`config.mk`:
```
export PLATFORM = sky130hd
export DESIGN_NAME = rc4_sector_descrambler
export DESIGN_NICKNAME = d
export VERILOG_FILES = /design/src/rtl/rc4sd_pkg.sv /design/src/rtl/rc4_sector_descrambler.sv /design/src/rtl/rc4sd_perm_mem.sv
export VERILOG_INCLUDE_DIRS = /design/src /design/src/rtl
export SDC_FILE = /design/constraint.sdc
export NUM_CORES = 2
export LEC_CHECK = 0
export BUFFER_PORTS_ARGS = -buffer_cell sky130_fd_sc_hd__buf_2
export CORE_ASPECT_RATIO = 0.7
export CORE_MARGIN = 10
export CORE_UTILIZATION = 40
export CTS_BUF_LIST = sky130_fd_sc_hd__clkbuf_16
export CTS_CLUSTER_DIAMETER = 100
export CTS_CLUSTER_SIZE = 16
export DETAILED_ROUTE_END_ITERATION = 7
export GPL_TIMING_DRIVEN = 0
export SLEW_MARGIN = 0
export SYNTH_ARGS = -nofsm -noshare
export SYNTH_HDL_FRONTEND = slang
export SYNTH_SLANG_ARGS = --single-unit
```
`constraint.sdc`:
```
create_clock -name clk_i -period 6.13 [get_ports clk_i]
set_clock_uncertainty 0.1 [all_clocks]
set_input_delay 0.613 -clock clk_i [delete_from_list [all_inputs] [get_ports clk_i]]
set_output_delay 0.613 -clock clk_i [all_outputs]
set_load 0.02 [all_outputs]
```
`src/rtl/rc4_sector_descrambler_macros.svh`:
```
// assertion macros for the rc4 sector descrambler
`ifndef RC4_SECTOR_DESCRAMBLER_MACROS_SVH
`define RC4_SECTOR_DESCRAMBLER_MACROS_SVH

// same-cycle implication, sampled on clk_i, off while rst_ni is low
`define RC4SD_ASSERT_IMP(lbl, ante, cons, msg) \
  lbl: assert property (@(posedge clk_i) disable iff (!rst_ni) (ante) |-> (cons)) \
    else $error(msg);

// next-cycle implication, sampled on clk_i, off while rst_ni is low
`define RC4SD_ASSERT_NXT(lbl, ante, cons, msg) \
  lbl: assert property (@(posedge clk_i) disable iff (!rst_ni) (ante) |=> (cons)) \
    else $error(msg);

`endif

```
`src/rtl/rc4sd_pkg.sv`:
```
// types, constants and helpers shared by the rc4 sector descrambler
package rc4sd_pkg;

  // sector length in bytes
  localparam int unsigned SECTOR_BYTES = 512;
  localparam int unsigned POS_W = (SECTOR_BYTES > 1) ? $clog2(SECTOR_BYTES) : 1;
  localparam logic [POS_W:0] SECTOR_LEN = (POS_W + 1)'(SECTOR_BYTES);

  // permutation memory
  localparam int unsigned PERM_AW = 8;
  localparam int unsigned PERM_DW = 8;
  localparam logic [PERM_AW-1:0] PERM_LAST = '1;

  // configuration registers
  localparam int unsigned CFG_IDX_W = 2;
  localparam int unsigned KEY_W = 64;
  localparam logic [CFG_IDX_W-1:0] REG_KEY_LOW  = CFG_IDX_W'(0);
  localparam logic [CFG_IDX_W-1:0] REG_KEY_HIGH = CFG_IDX_W'(1);
  localparam logic [KEY_W-1:0] KEY_LOW_RST  = 64'h0709_0555_0403_4E7C;
  localparam logic [KEY_W-1:0] KEY_HIGH_RST = 64'h1117_0D17_387B_2C2D;

  typedef enum logic [3:0] {
    ST_IDLE,
    ST_FILL,
    ST_SWAP_RD_K,
    ST_SWAP_RD_J,
    ST_SWAP_WR_K,
    ST_SWAP_WR_J,
    ST_BYTE_X,
    ST_BYTE_Y,
    ST_BYTE_W,
    ST_BYTE_K,
    ST_BYTE_OUT
  } state_e;

  // one access request to the permutation memory
  typedef struct packed {
    logic               we;
    logic [PERM_AW-1:0] waddr;
    logic [PERM_DW-1:0] wdata;
    logic               re;
    logic [PERM_AW-1:0] raddr;
  } perm_req_t;

  // key byte n of the 16-byte key, byte 0 in the low bits of the low word
  function automatic logic [7:0] key_byte(input logic [KEY_W-1:0] lo,
                                          input logic [KEY_W-1:0] hi,
                                          input logic [3:0] n);
    logic [KEY_W-1:0] w;
    w = n[3] ? hi : lo;
    return w[{n[2:0], 3'b000} +: 8];
  endfunction

endpackage

```
`src/rtl/rc4_sector_descrambler.sv`:
```
// rc4 sector descrambler top level: sequencer, key registers and output register
//
// usage
//   s_axis: one data byte per beat in s_axis_tdata_i[7:0]; each byte comes
//   back on m_axis XORed with one rc4 keystream byte, in order, one for one
//   m_axis: m_axis_tdata_o[7:0] is the result, m_axis_tlast_o marks the last
//   byte of each sector of SECTOR_BYTES bytes
//   cfg: cfg_index_i 0 writes key bytes 0..7, 1 writes key bytes 8..15,
//   other indexes are dropped; always ready, write only while idle
// timing
//   one shared 8-bit adder and a 256 x 8 permutation memory with one write
//   and one registered read port do all the work, one read and one write a cycle
//   a normal byte: three dependent reads and two writes, through the states
//   BYTE_Y, BYTE_W, BYTE_K and BYTE_OUT; the next beat is taken back in IDLE
//   the first byte of a sector first reruns the key schedule: a fill of all
//   256 entries, a swap step per entry (two reads, two writes), then one read
//   a new key takes effect at the next sector start
// reset: keys go to their reset values, the next byte starts a fresh sector
// stall: a result waits in the output register; the sequencer holds in its
//   last state until that register frees up, input ready stays low meanwhile
`include "rc4_sector_descrambler_macros.svh"

module rc4_sector_descrambler
  import rc4sd_pkg::*;
(
  input  logic                 clk_i,
  input  logic                 rst_ni,
  // input beats
  input  logic                 s_axis_tvalid_i,
  output logic                 s_axis_tready_o,
  input  logic [7:0]           s_axis_tdata_i,   // [7:0] data_in
  // output beats
  output logic                 m_axis_tvalid_o,
  input  logic                 m_axis_tready_i,
  output logic [7:0]           m_axis_tdata_o,   // [7:0] data_out
  output logic                 m_axis_tlast_o,   // sector_end
  // configuration writes
  input  logic                 cfg_valid_i,
  output logic                 cfg_ready_o,
  input  logic [CFG_IDX_W-1:0] cfg_index_i,
  input  logic [KEY_W-1:0]     cfg_data_i
);

  state_e state_q, state_d;

  logic [KEY_W-1:0]   key_lo_q, key_hi_q;
  logic [PERM_AW-1:0] cnt_q, cnt_d;      // fill and swap step counter
  logic [PERM_AW-1:0] j_q, j_d;          // swap pointer
  logic [PERM_DW-1:0] x_q, x_d;          // S[i] (or t during the schedule)
  logic [PERM_DW-1:0] y_q, y_d;          // S[j]
  logic               fwd_q, fwd_d;      // keystream address hit the last write
  logic [7:0]         data_q, data_d;
  logic [POS_W-1:0]   pos_q, pos_d;
  logic               rekey_q, rekey_d;
  logic               out_valid_q, out_valid_d;
  logic [7:0]         out_data_q, out_data_d;
  logic               out_last_q, out_last_d;

  logic [POS_W:0]     pos_inc;
  logic [PERM_AW-1:0] idx;
  logic               last;
  logic               in_acc;
  logic               out_free;

  // shared adder
  logic [PERM_DW-1:0] add_a, add_b, add_c, add_sum;

  perm_req_t          req;
  logic [PERM_DW-1:0] rdata;

  rc4sd_perm_mem u_mem (
    .clk_i  (clk_i),
    .req_i  (req),
    .rdata_o(rdata)
  );

  assign pos_inc  = {1'b0, pos_q} + {{POS_W{1'b0}}, 1'b1};
  assign idx      = PERM_AW'(pos_inc);
  assign last     = (pos_inc == SECTOR_LEN);
  assign in_acc   = s_axis_tvalid_i && s_axis_tready_o;
  assign out_free = !out_valid_q || m_axis_tready_i;
  assign add_sum  = add_a + add_b + add_c;

  assign s_axis_tready_o = (state_q == ST_IDLE);
  assign cfg_ready_o     = 1'b1;
  assign m_axis_tvalid_o = out_valid_q;
  assign m_axis_tdata_o  = out_data_q;
  assign m_axis_tlast_o  = out_last_q;

  // key registers
  always_ff @(posedge clk_i or negedge rst_ni) begin
    if (!rst_ni) begin
      key_lo_q <= KEY_LOW_RST;
      key_hi_q <= KEY_HIGH_RST;
    end else if (cfg_valid_i && cfg_ready_o) begin
      case (cfg_index_i)
        REG_KEY_LOW:  key_lo_q <= cfg_data_i;
        REG_KEY_HIGH: key_hi_q <= cfg_data_i;
        default: ;
      endcase
    end
  end

  // control state
  always_ff @(posedge clk_i or negedge rst_ni) begin
    if (!rst_ni) begin
      state_q     <= ST_IDLE;
      cnt_q       <= '0;
      j_q         <= '0;
      pos_q       <= '0;
      rekey_q     <= 1'b1;
      out_valid_q <= 1'b0;
    end else begin
      state_q     <= state_d;
      cnt_q       <= cnt_d;
      j_q         <= j_d;
      pos_q       <= pos_d;
      rekey_q     <= rekey_d;
      out_valid_q <= out_valid_d;
    end
  end

  // payload
  always_ff @(posedge clk_i) begin
    x_q        <= x_d;
    y_q        <= y_d;
    fwd_q      <= fwd_d;
    data_q     <= data_d;
    out_data_q <= out_data_d;
    out_last_q <= out_last_d;
  end

  // sequencer
  always_comb begin
    state_d     = state_q;
    cnt_d       = cnt_q;
    j_d         = j_q;
    x_d         = x_q;
    y_d         = y_q;
    fwd_d       = fwd_q;
    data_d      = data_q;
    pos_d       = pos_q;
    rekey_d     = rekey_q;
    out_valid_d = out_valid_q && !m_axis_tready_i;
    out_data_d  = out_data_q;
    out_last_d  = out_last_q;
    add_a       = j_q;
    add_b       = rdata;
    add_c       = '0;
    req         = '0;

    case (state_q)
      ST_IDLE: begin
        // keep S[i] in the read register so a byte can start at once
        req.re    = 1'b1;
        req.raddr = idx;
        if (in_acc) begin
          data_d = s_axis_tdata_i;
          if (rekey_q) begin
            state_d = ST_FILL;
            cnt_d   = '0;
            j_d     = '0;
            pos_d   = '0;
            rekey_d = 1'b0;
          end else begin
            state_d = ST_BYTE_Y;
          end
        end
      end
      ST_FILL: begin
        req.we    = 1'b1;
        req.waddr = cnt_q;
        req.wdata = cnt_q;
        cnt_d     = cnt_q + 1'b1;
        if (cnt_q == PERM_LAST) begin
          state_d = ST_SWAP_RD_K;
        end
      end
      ST_SWAP_RD_K: begin
        req.re    = 1'b1;
        req.raddr = cnt_q;
        state_d   = ST_SWAP_RD_J;
      end
      ST_SWAP_RD_J: begin
        // t = S[k], j += t + key[k mod 16]
        x_d       = rdata;
        add_c     = key_byte(key_lo_q, key_hi_q, cnt_q[3:0]);
        j_d       = add_sum;
        req.re    = 1'b1;
        req.raddr = add_sum;
        state_d   = ST_SWAP_WR_K;
      end
      ST_SWAP_WR_K: begin
        req.we    = 1'b1;
        req.waddr = cnt_q;
        req.wdata = rdata;
        state_d   = ST_SWAP_WR_J;
      end
      ST_SWAP_WR_J: begin
        req.we    = 1'b1;
        req.waddr = j_q;
        req.wdata = x_q;
        cnt_d     = cnt_q + 1'b1;
        if (cnt_q == PERM_LAST) begin
          j_d     = '0;
          state_d = ST_BYTE_X;
        end else begin
          state_d = ST_SWAP_RD_K;
        end
      end
      ST_BYTE_X: begin
        req.re    = 1'b1;
        req.raddr = idx;
        state_d   = ST_BYTE_Y;
      end
      ST_BYTE_Y: begin
        // x = S[i], j += x
        x_d       = rdata;
        j_d       = add_sum;
        req.re    = 1'b1;
        req.raddr = add_sum;
        state_d   = ST_BYTE_W;
      end
      ST_BYTE_W: begin
        y_d       = rdata;
        req.we    = 1'b1;
        req.waddr = idx;
        req.wdata = rdata;
        state_d   = ST_BYTE_K;
      end
      ST_BYTE_K: begin
        // S[j] = x while S[x + y] is read; the read sees old data on a hit
        add_a     = x_q;
        add_b     = y_q;
        req.we    = 1'b1;
        req.waddr = j_q;
        req.wdata = x_q;
        req.re    = 1'b1;
        req.raddr = add_sum;
        fwd_d     = (add_sum == j_q);
        state_d   = ST_BYTE_OUT;
      end
      ST_BYTE_OUT: begin
        if (out_free) begin
          out_valid_d = 1'b1;
          out_data_d  = data_q ^ (fwd_q ? x_q : rdata);
          out_last_d  = last;
          pos_d       = last ? '0 : pos_inc[POS_W-1:0];
          rekey_d     = last;
          state_d     = ST_IDLE;
        end
      end
      default: begin
        state_d = ST_IDLE;
      end
    endcase
  end

  // a sector start always runs the key schedule first
  `RC4SD_ASSERT_NXT(a_rekey_start, in_acc && rekey_q, state_q == ST_FILL,
                    "sector start did not rekey")

  // the schedule hands over with the swap pointer cleared
  `RC4SD_ASSERT_NXT(a_sched_end, state_q == ST_SWAP_WR_J && cnt_q == PERM_LAST,
                    state_q == ST_BYTE_X && j_q == '0, "schedule end wrong")

  // a pending last byte leaves the block waiting for a new sector
  `RC4SD_ASSERT_IMP(a_last_rekey, out_valid_q && out_last_q && state_q == ST_IDLE,
                    rekey_q && pos_q == '0, "sector end without rekey")

  // a result is loaded exactly when the output register frees up
  `RC4SD_ASSERT_NXT(a_out_load, state_q == ST_BYTE_OUT && out_free,
                    out_valid_q && state_q == ST_IDLE, "result not loaded")

endmodule

```
`src/rtl/rc4sd_perm_mem.sv`:
```
// 256 x 8 permutation memory, one write and one registered read port
module rc4sd_perm_mem
  import rc4sd_pkg::*;
(
  input  logic               clk_i,
  input  perm_req_t          req_i,
  output logic [PERM_DW-1:0] rdata_o
);

  logic [PERM_DW-1:0] mem [2**PERM_AW];
  logic [PERM_DW-1:0] rdata_q;

  // write port
  always_ff @(posedge clk_i) begin
    if (req_i.we) begin
      mem[req_i.waddr] <= req_i.wdata;
    end
  end

  // read port, old data on a same-address write, holds when idle
  always_ff @(posedge clk_i) begin
    if (req_i.re) begin
      rdata_q <= mem[req_i.raddr];
    end
  end

  assign rdata_o = rdata_q;

endmodule

```
==> impl_metrics.env <==
export IMPL_status="complete, but fails checks"
export IMPL_violations="DRC, capacitance limit, slew limit, setup timing"
export IMPL_fillers=18400
export IMPL_numClockSinks=2249
export IMPL_syn_to_final_growth_pct=18.6
export IMPL_synth_top_area_frac=0.699
export IMPL_yosys_warnings=0
export IMPL_cp_start_kind="register"
export IMPL_grt_overflow=0
export IMPL_synth_edf_count=2090
export IMPL_synth_most_common_cell="edfxtp_1"
export IMPL_clk_latency_ps=870
export IMPL_vias=55700
export IMPL_min_period_ps=6520
export IMPL_ys_flop_type="edfxtp_1"
export IMPL_grt_util_all_layers=0.308
export IMPL_hold_class="primary input to register"
export IMPL_hold_viol_final=0
export IMPL_core_um2=223000
export IMPL_rsz0062_at_grt="yes"
export IMPL_drt_wirelength_per_cell_um=47.2
export IMPL_drv_cap=3
export IMPL_slowest_stage="mux4_2"
export IMPL_nets=5284
export IMPL_slew_viol_final=23
export IMPL_start_util=0.402
export IMPL_worst_slack_ps=-395
export IMPL_path_class="register to register"
export IMPL_period_share=1.06
export IMPL_num_io_pins=91
export IMPL_grt_max_degree=158
export IMPL_synth_common_cells="edfxtp_1 (2,090), mux4_2 (529), nor2_1 (326), nand2_1 (261), mux2_2 (138)"
export IMPL_clk_path_buf_depth=4
export IMPL_syn_area_per_cell_um2=19.6
export IMPL_slew_headroom=-0.0995
export IMPL_place_gp_congestion=1.03
export IMPL_fin_tns_setup_ps=-2740
export IMPL_antenna_found_initial=28
export IMPL_grt_pass1_vias=50400
export IMPL_cts_inserted_buffers=166
export IMPL_worst_pin_slew_ps=1640
export IMPL_layout_drive_gt1_share=0.327
export IMPL_row_count=145
export IMPL_synth_top_area_cell="edfxtp_1"
export IMPL_first_pass_iters=8
export IMPL_final_core_util=0.477
export IMPL_final_setup_viol_count=8
export IMPL_dr_first_iter_drc_count=11300
export IMPL_cts_htree_levels=4
export IMPL_yosysSeqAreaShare=0.744
export IMPL_fmax_ghz=0.153
export IMPL_synth_distinct_cells=87
export IMPL_antenna_left=0
export IMPL_die_h_um=416
export IMPL_crit_chain="buf_12, clkbuf_16, mux4_2, mux4_2, nand3_4, fa_1, inv_2, ha_4, inv_2, fa_2, xor2_4, buf_12, o221a_2, buf_8, buf_8, buf_12, clkbuf_16, mux2i_1, o21ai_2, nand4_1, o211a_1"
export IMPL_grt_pass1_wl_um=497000
export IMPL_critical_path_peak_fanout=10
export IMPL_cts_tree="built"
export IMPL_cts_clk_slew_worst_paths_ps=90
export IMPL_yosys_top_cells_area="edfxtp_1 (70%), mux4_2 (13%), dfrtp_1 (3.0%)"
export IMPL_root_buffer="clkbuf_16"
export IMPL_syn_area_um2=89800
export IMPL_crit_arrival_ps=7010
export IMPL_critPathTopFamily="buffers and inverters"
export IMPL_ys_ff_latch=2249
export IMPL_synthArstFlopShare=0.0707
export IMPL_die_area_um2=244000
export IMPL_endpoint_kind="register"
export IMPL_dp_hpwl_um=259000
export IMPL_syn_nets=4676
export IMPL_chipWidth_um=586
export IMPL_drcViolationCount=7
export IMPL_cp_common_cell="buf_12"
export IMPL_port_buffers=89
export IMPL_cp_slowest_stage_delay_ps=630
export IMPL_worstPathBufferInverterCount=9
export IMPL_worst_endpoint_required_ps=6610
export IMPL_syn_inst=4581
export IMPL_avgViaCountPerCell=6.80
export IMPL_wl_um=386000
-- worst register-to-register path: cells and delay by family (launching register included) --
kind | cells | cell delay (ps)
adders and majority gates | 3 | 990
DFF | 1 | 400
muxes | 3 | 1360
and+or+nand+nor | 2 | 670
AOI/OAI and AO/OA | 3 | 880
buffers and inverters | 9 | 1690
xor gates and xnor gates | 1 | 170
-- routing by layer --
layer / part of all wire / vias up / GRT usage / wire, um
li1: - / 19900 / - / -
met1: 0.39 / 29800 / 0.438 / 149000
met2: 0.38 / 5126 / 0.381 / 145000
met3: 0.20 / 759 / 0.190 / 75400
met4: 0.041 / 18 / 0.102 / 15700
met5: 0.0013 / - / 0.00415 / 506
-- repair_timing --
action / 4_1_cts / 5_1_grt
resized for setup: 834 / 48
hold endpoints to repair: 190 / 0
cloned: 7 / 0
setup buffers: 227 / 17
setup endpoints to repair: 11 / 8
hold buffers: 74 / 0
pin swaps: 79 / 47
-- metrics by stage --
step	std cells	hold slack, ps	cell area (um^2)	setup slack (ps)
finish	8186	153	106000	-395
global placement	7610	384	93900	-5410
detailed placement	7638	389	94700	-4450
floorplan	4581	217	89800	49.1
CTS	8149	113	106000	-154
global route	8168	221	106000	-318
-- state kept, by name, indices dropped and copies added, names as in the netlist --
name             cells
data_q               8
u_mem.mem         2048
m_axis_tlast_o       1
pos_q                9
key_lo_q            64
y_q                  8
j_q                  8
rekey_q              1
state_q              4
cnt_q                8
u_mem.rdata_o        8
m_axis_tvalid_o      1
x_q                  8
key_hi_q            64
fwd_q                1
m_axis_tdata_o       8
-- final cells by class --
cell class              instances  area [um^2]  share of cell area
flip-flops and latches       2249        66800               0.628
multi-input cells            2045        23100               0.217
repair buffers                441         4510              0.0424
clock buffers                 170         4250              0.0400
plain buffers                 264         3780              0.0355
well taps                    2940         3680              0.0346
clock inverters                34          155             0.00146
inverters                      22          143             0.00134
diodes                         21         52.6            0.000494
-- cells by family (layout without fill, tap and decap cells) --
| kind of cell | count (synthesis) | in the layout | synth area share |
|---|---|---|---|
| AOI/OAI and AO/OA | 367 | 368 | 0.0294 |
| and+or+nand+nor | 892 | 892 | 0.0443 |
| muxes | 731 | 731 | 0.157 |
| other | 1 | 22 | 0.0000418 |
| adders and majority gates | 16 | 16 | 0.00290 |
| buffers and inverters | 288 | 931 | 0.0184 |
| xor gates and xnor gates | 37 | 37 | 0.00376 |
| DFF | 2249 | 2249 | 0.744 |
-- placed cells by master, fill, tap and decap left out, drive strengths merged, types with 16 or more instances in the layout --
| cell | n |
|---|---|
| a2111oi | 19 |
| edfxtp | 2090 |
| inv | 55 |
| clkbuf | 270 |
| dlygate4sd3 | 74 |
| dfrtp | 106 |
| mux4 | 529 |
| a31oi | 16 |
| a22oi | 43 |
| mux2i | 64 |
| dfstp | 53 |
| nand3 | 76 |
| xnor2 | 22 |
| nand4 | 32 |
| buf | 526 |
| nor4 | 17 |
| nand2 | 261 |
| a21oi | 33 |
| nor2 | 326 |
| mux2 | 138 |
| nor3 | 91 |
| o21ai | 56 |
| diode | 21 |
| o22ai | 61 |
-- path summary, 6_finish.rpt --
check / from / cells past startpoint / slack, ps / end
setup / recovery: cnt_q[3] / 21 / -390 / u_mem.rdata_o[6]
hold / removal: s_axis_tvalid_i / 4 / 150 / rekey_q
setup reg to reg: cnt_q[3] / 21 / -390 / u_mem.rdata_o[6]
hold reg to reg: key_lo_q[15] / 1 / 400 / key_lo_q[15]
max in group asynchronous: rst_ni / 3 / 4800 / key_lo_q[61]
min in group asynchronous: rst_ni / 2 / 210 / key_lo_q[19]
Power is left out: the tool's default activity adds up to more than one toggle a clock period on the data nets, which glitch-free logic cannot reach.
